`src/rtl/cia_pkg.sv`:
```
// Package for the checked integer ALU: opcodes, widths and the pipeline stage record.
// No dependencies; every other file in rtl/ uses it by scoped names.
package cia_pkg;

  localparam int unsigned DataW    = 64;
  localparam int unsigned HalfW    = DataW / 2;
  localparam int unsigned ShW      = $clog2(DataW);
  localparam int unsigned DivSteps = DataW;
  localparam int unsigned MulLat   = 3;

  typedef enum logic [3:0] {
    OP_ADD = 4'd0,
    OP_SUB = 4'd1,
    OP_MUL = 4'd2,
    OP_DIV = 4'd3,
    OP_MOD = 4'd4,
    OP_SHL = 4'd5,
    OP_SHR = 4'd6,
    OP_AND = 4'd7,
    OP_OR  = 4'd8,
    OP_XOR = 4'd9,
    OP_ROL = 4'd10,
    OP_ROR = 4'd11
  } op_t;

  // One pipeline slot. rem/dq/mb are the divider working set; dq starts as |a|.
  typedef struct packed {
    logic             v;
    logic [3:0]       op;
    logic [DataW-1:0] res;
    logic             err;
    logic [DataW-1:0] rem;
    logic [DataW-1:0] dq;
    logic [DataW-1:0] mb;
    logic             qneg;
    logic             rneg;
  } stage_t;

endpackage

```
`src/rtl/cia_div_step.sv`:
```
// One restoring-division stage: brings in one dividend bit and produces one
// quotient bit per enabled cycle; all other fields pass through. Uses cia_pkg.
module cia_div_step (
  input  logic            clk,
  input  logic            rst,
  input  logic            en,
  input  cia_pkg::stage_t st_in,
  output cia_pkg::stage_t st_out
);

  localparam int unsigned W = cia_pkg::DataW;

  logic [W-1:0] r2;
  logic         ge;

  always_comb begin
    r2 = {st_in.rem[W-2:0], st_in.dq[W-1]};
    ge = (r2 >= st_in.mb);
  end

  always_ff @(posedge clk) begin
    if (rst) begin
      st_out.v <= 1'b0;
    end else if (en) begin
      st_out.v <= st_in.v;
    end
  end

  always_ff @(posedge clk) begin
    if (en) begin
      st_out.op   <= st_in.op;
      st_out.res  <= st_in.res;
      st_out.err  <= st_in.err;
      st_out.rem  <= ge ? (r2 - st_in.mb) : r2;
      st_out.dq   <= {st_in.dq[W-2:0], ge};
      st_out.mb   <= st_in.mb;
      st_out.qneg <= st_in.qneg;
      st_out.rneg <= st_in.rneg;
    end
  end

endmodule
```
`config.mk`:
```
export PLATFORM = sky130hd
export DESIGN_NAME = cia_div_step
export DESIGN_NICKNAME = d
export VERILOG_FILES = /design/src/rtl/cia_pkg.sv /design/src/rtl/cia_div_step.sv
export SDC_FILE = /design/constraint.sdc
export NUM_CORES = 1
export LEC_CHECK = 0
export ABC_AREA = 1
export BUFFER_PORTS_ARGS = -buffer_cell sky130_fd_sc_hd__buf_4
export CAP_MARGIN = 25
export CORE_AREA = 2 2 209 211
export DETAILED_ROUTE_END_ITERATION = 10
export DIE_AREA = 0 0 211 213
export GPL_ROUTABILITY_DRIVEN = 0
export PLACE_DENSITY = 0.62
export SLEW_MARGIN = 20
export SYNTH_ARGS = -nofsm -noshare
export SYNTH_HDL_FRONTEND = slang
export SYNTH_SLANG_ARGS = --single-unit
```
`constraint.sdc`:
```
create_clock -name clk -period 2.5 [get_ports clk]
set_input_delay 0.5 -clock clk [delete_from_list [all_inputs] [get_ports clk]]
set_output_delay 0.5 -clock clk [all_outputs]
set_load 0.05 [all_outputs]
```
After elaboration in Yosys (flattened, before gate mapping)
Index checks and enable logic that the tools add are counted.

word-level totals
  flip-flop bits (word level) = 264
  input port bits = 267
  output and inout port bits = 264
  logic and storage cells = 12

cells by class
  add/subtract/negate cells = 1
  magnitude comparators = 1
  mux-type cells = 1

operator list
  kind            count
  $ge 64x64->1    1
  $mux 64         1
  $sub 64x64->64  1

Longest topological paths before layout
  word-level depth = 2
  mapped depth = 18
  depth with buffers taken out = 17

Least setup slack after synthesis
Ideal clock, no wire load.

  kind = input to register
  from = input port st_in[129] (netlist name)
  to = register st_out[185] (netlist name) (data pin)
  setup time = 0.253 ns
  arrival time = 2.191 ns
  required time = 2.247 ns
  path slack = 0.056 ns
  stages on the path = 18
  path buffers = 1
  cell sequence = inv_1 -> ha_1 -> fa_1 -> inv_1 -> nand3_1 -> nand2_2 -> nand2_2 -> nand2_2 -> nand2_1 -> nand2_2 -> nand2_2 -> nand3_2 -> nand2_2 -> nand2_4 -> inv_2 -> buf_2 -> nand2_1 -> nand2_1

on the way
  cells in the longest elaborated chain, start to end = 2
  elaborated cells between the ends (all ways) = 3
  classes of those cells = 1 x add/sub; 1 x order compare; 1 x mux

RTL lines
  item                                                   line                                    source
  from (decl)                                            cia_div_step.sv:7                       input cia_pkg::stage_t st_in,
  $sub 64x64->64 / $ge 64x64->1 (equally long branches)  cia_div_step.sv:34, cia_div_step.sv:18
  $mux 64 *                                              cia_div_step.sv:34                      st_out.rem <= ge ? (r2 - st_in.mb) : r2;
  to (decl)                                              cia_div_step.sv:8                       output cia_pkg::stage_t st_out

Mark *: on every way between the ends. The rest lies on a longest branch, timed or not.
A chain may end at the register's enable or synchronous reset.

Worst setup path after layout
  from = input port st_in[2] (netlist name)
  to = register st_out[164] (netlist name) (data pin)

Same word-level chain as after synthesis.

==> key figures <==
Timing
  – RSZ-0062 raised after global routing: false
  – Final setup violation count: 0
  – Final Critical Period: 2.16 ns
  – Hold Slack: 0.0609 ns
  – Tcrit/Tclk final: 86.4%
  – Max Fclk: 463 MHz
  – Pins over their slew limit: 0
  – Worst-Margin Slew: 0.481 ns
  – Fin Clk Skew: 0 ns
  – Relative slew slack: 67.9%
  – Setup_tns: 0 ns
  – Final Hold Violating Endpoints: 0

Floorplanning
  – Rows: 76
  – Die Height: 213 um
  – Die width: 211 um
  – Initial Utilization: 35.0%
  – Die area: 44900 sq um
  – Total core area: 42700 sq um
  – Top Ports: 531

Flow run
  – Max cap viols: 0

Drt
  – Antenna-violating nets left: 0
  – WL/cell: 18.4 um
  – Starting DRT DRC Count: 1083
  – Drt pass-1 iters: 6
  – Final WL: 58.2 mm
  – DR vias: 14500
  – DRC viols: 0
  – Vias/cell: 4.59

Clocking
  – CTS tree: done
  – PostCTS Resize Cnt: 0
  – Hold_buf cts: 0
  – Clk Latency, worst-skew pair: 0.60 ns
  – Cts bufs inserted: 30
  – Clock Path Buffers: 3
  – CTS Sinks: 264
  – CTS clk-pin slew, worst paths: 0.06 ns
  – Post-CTS Setup Bufs: 0
  – Htree depth: 1
  – CTS root buffer: clkbuf_16

Yosys
  – Area leader, netlist: edfxtp_1
  – Synth Area in Adders: 5.49%
  – Yosys reg bits: 264
  – Most common cell in the netlist: nand2_1
  – YS warnings: 0
  – Synth Instances: 1848
  – Library cells used by synthesis: 28
  – Synth Area in Simple Gates: 27.1%
  – Xor/xnor share of the synthesized area: 1.81%
  – List of most frequent post-synthesis cells: nand2_1 (760), inv_1 (398), edfxtp_1 (263), nor2_1 (113), nand3_1 (90)
  – Main combinational cell family by area after synthesis: simple AND/OR/NAND/NOR gates
  – Number of synthesized flops with an enable pin: 263
  – Synth Area in Compound Gates: 1.73%
  – Syn Std Cell Area: 15000 sq um
  – Post-synth top flop: edfxtp_1
  – Post-Syn Area per Cell: 8.10 sq um
  – Synth Net Count: 2180
  – Ranking of synthesized cells by area: edfxtp_1 (53%), nand2_1 (19%), inv_1 (10%), ha_1 (5.4%), nand3_1 (3.0%)
  – Share of the synthesized area in the top cell type: 52.8%
  – Share of the yosys chip area belonging to registers: 52.9%
  – Mux contribution to synthesized area: 0.0669%
  – Async S/R FF share, synth: 0%

Cells and area
  – Largest register FFs: 264
  – Diode count: 0
  – P&R area growth vs syn: 47.3%
  – Largest registers: st_out: 264 flops
  – Share of cells above drive strength 1: 30.3%
  – Final std cells w/o fill: 3157
  – Number of nets in the layout: 2919
  – Fillers: 4129
  – Biggest register: st_out

Critical path
  – CP endpoint: st_out[164]
  – Crit. Startpoint: st_in[2]
  – Worst Setup Start Kind: primary input
  – Crit path kind: in -> reg
  – Worst R2R Path Depth: 2
  – Worst path max stage delay: 0.40 ns
  – CP Capture Type: register
  – Crit-path cells: buf_4 > ha_1 > fa_1 > inv_1 > nand3_1 > nand2_2 > nand2_2 > nand2_2 > nand2_1 > nand2_2 > nand2_2 > nand3_2 > nand2_2 > nand2_4 > buf_4 > nand3_1 > nand2_1
  – Reg-to-reg slack, setup: 1.90 ns
  – Critical Path AT: 2.64 ns
  – Reg2reg end: st_out[263]
  – Worst-path maximum fanout: 25
  – Data required time at the worst endpoint: 2.97 ns
  – Slowest library cell on the worst path: fa_1
  – Most frequent CP cell: nand2_2
  – Critical R2R Launch: st_out[263]

Worst hold path
  – Type of the worst min-delay path: in -> reg

Global route
  – Total grt overflow: 0
  – First-pass GRT wire length: 85.4 mm
  – Largest net degree at the start of global routing: 77
  – Initial antenna violation count: 1
  – Gr usage total: 25.3%
  – Vias in the first global route: 14500

Pwr
  – Leakage: 11.8 nW
  – Power, Total: 14.8 mW
  – Maximum VDD drop: 0.531 mV
  – Pwr dens: 671 nW/um^2

Placement
  – IO buf count: 529
  – DP HPWL: 48.4 mm
  – Placed Cells incl. Taps: 3101

Outcome
  – Status: complete, no violations
==> worst min path at each step <==
stage | startpoint | to | slack, ns | cells after the start
after floorplan | rst | st_out[263] | 0.57 | 1
after CTS | rst | st_out[263] | 0.04 | 2
after global routing | rst | st_out[263] | 0.04 | 2
after global placement | st_out[263] | st_out[263] | 0.51 | 2
final | rst | st_out[263] | 0.06 | 2
after detailed placement | st_out[263] | st_out[263] | 0.49 | 2
==> critical path: cells and delay by family <==
family / cells / cell delay, ns
adders and majority gates: 2 / 0.62
and+or+nand+nor: 12 / 1.01
buffers and inverters: 3 / 0.49
==> cell families after synthesis <==
logic type	after synthesis
adder cells (fa/ha/maj)	65
multiplexers	1
buffers and inverters	422
flip-flops	264
AO/OA/AOI/OAI	51
AND/OR/NAND/NOR	1014
XOR/XNOR	31
==> through the flow <==
step | utilization (%) | cell area [sq um] | worst slack, ns
3_3_place_gp | 49.3 | 21000 | -0.232
4_1_cts | 51.6 | 22000 | 0.315
5_1_grt | 51.6 | 22000 | 0.102
6_report | 51.6 | 22000 | 0.339
2_1_floorplan | - | 15000 | 0.0555
3_5_place_dp | 49.3 | 21000 | -0.318
==> report_power, final <==
group | switching, mW | total (mW) | leakage, nW | internal, mW
sequential | 0.133 | 5.51 | 2.58 | 5.38
combinational | 3.16 | 4.78 | 8.69 | 1.62
clock | 1.86 | 4.50 | 0.486 | 2.64
total | 5.16 | 14.8 | 11.8 | 9.63
==> layout by cell type (no fill, tap or decap), types with 2 or more instances in the layout <==
| master | netlist | final |
|---|---|---|
| xor2_1 | 30 | 30 |
| nand3_1 | 90 | 90 |
| inv_1 | 398 | 398 |
| buf_4 | 0 | 713 |
| clkbuf_1 | 0 | 10 |
| nand2_2 | 7 | 7 |
| nor2_1 | 113 | 113 |
| o21ai_0 | 7 | 7 |
| edfxtp_1 | 263 | 263 |
| bufinv_16 | 0 | 3 |
| clkinv_2 | 0 | 4 |
| and2_1 | 2 | 2 |
| clkbuf_16 | 0 | 30 |
| ha_1 | 64 | 64 |
| nor3_2 | 3 | 3 |
| clkinv_1 | 0 | 4 |
| buf_12 | 0 | 6 |
| nor4_1 | 3 | 3 |
| a21oi_1 | 42 | 42 |
| nor2_2 | 6 | 6 |
| clkbuf_8 | 0 | 4 |
| nand4_1 | 20 | 20 |
| nand2_1 | 760 | 760 |
| nor3_1 | 7 | 7 |
| inv_2 | 11 | 11 |
==> routing by layer <==
metal | track usage [%] | vias up | routed length [um]
met5 | 0 | - | 13
met4 | 9.98 | 2 | 2660
met3 | 4.79 | 114 | 3680
met2 | 44.2 | 511 | 28300
met1 | 30.8 | 6673 | 23600
li1 | - | 7187 | -
==> final cells by class <==
cell class	count	area (sq um)	share of cell area (%)
multi-input cells	1162	5420	24.6
inverters	409	1540	6.97
clock buffers	44	843	3.83
repair buffers	720	5490	24.9
flip-flops and latches	264	7920	35.9
well taps	546	683	3.10
clock inverters	12	155	0.704
No activity file was read; power rests on OpenSTA's default activity.
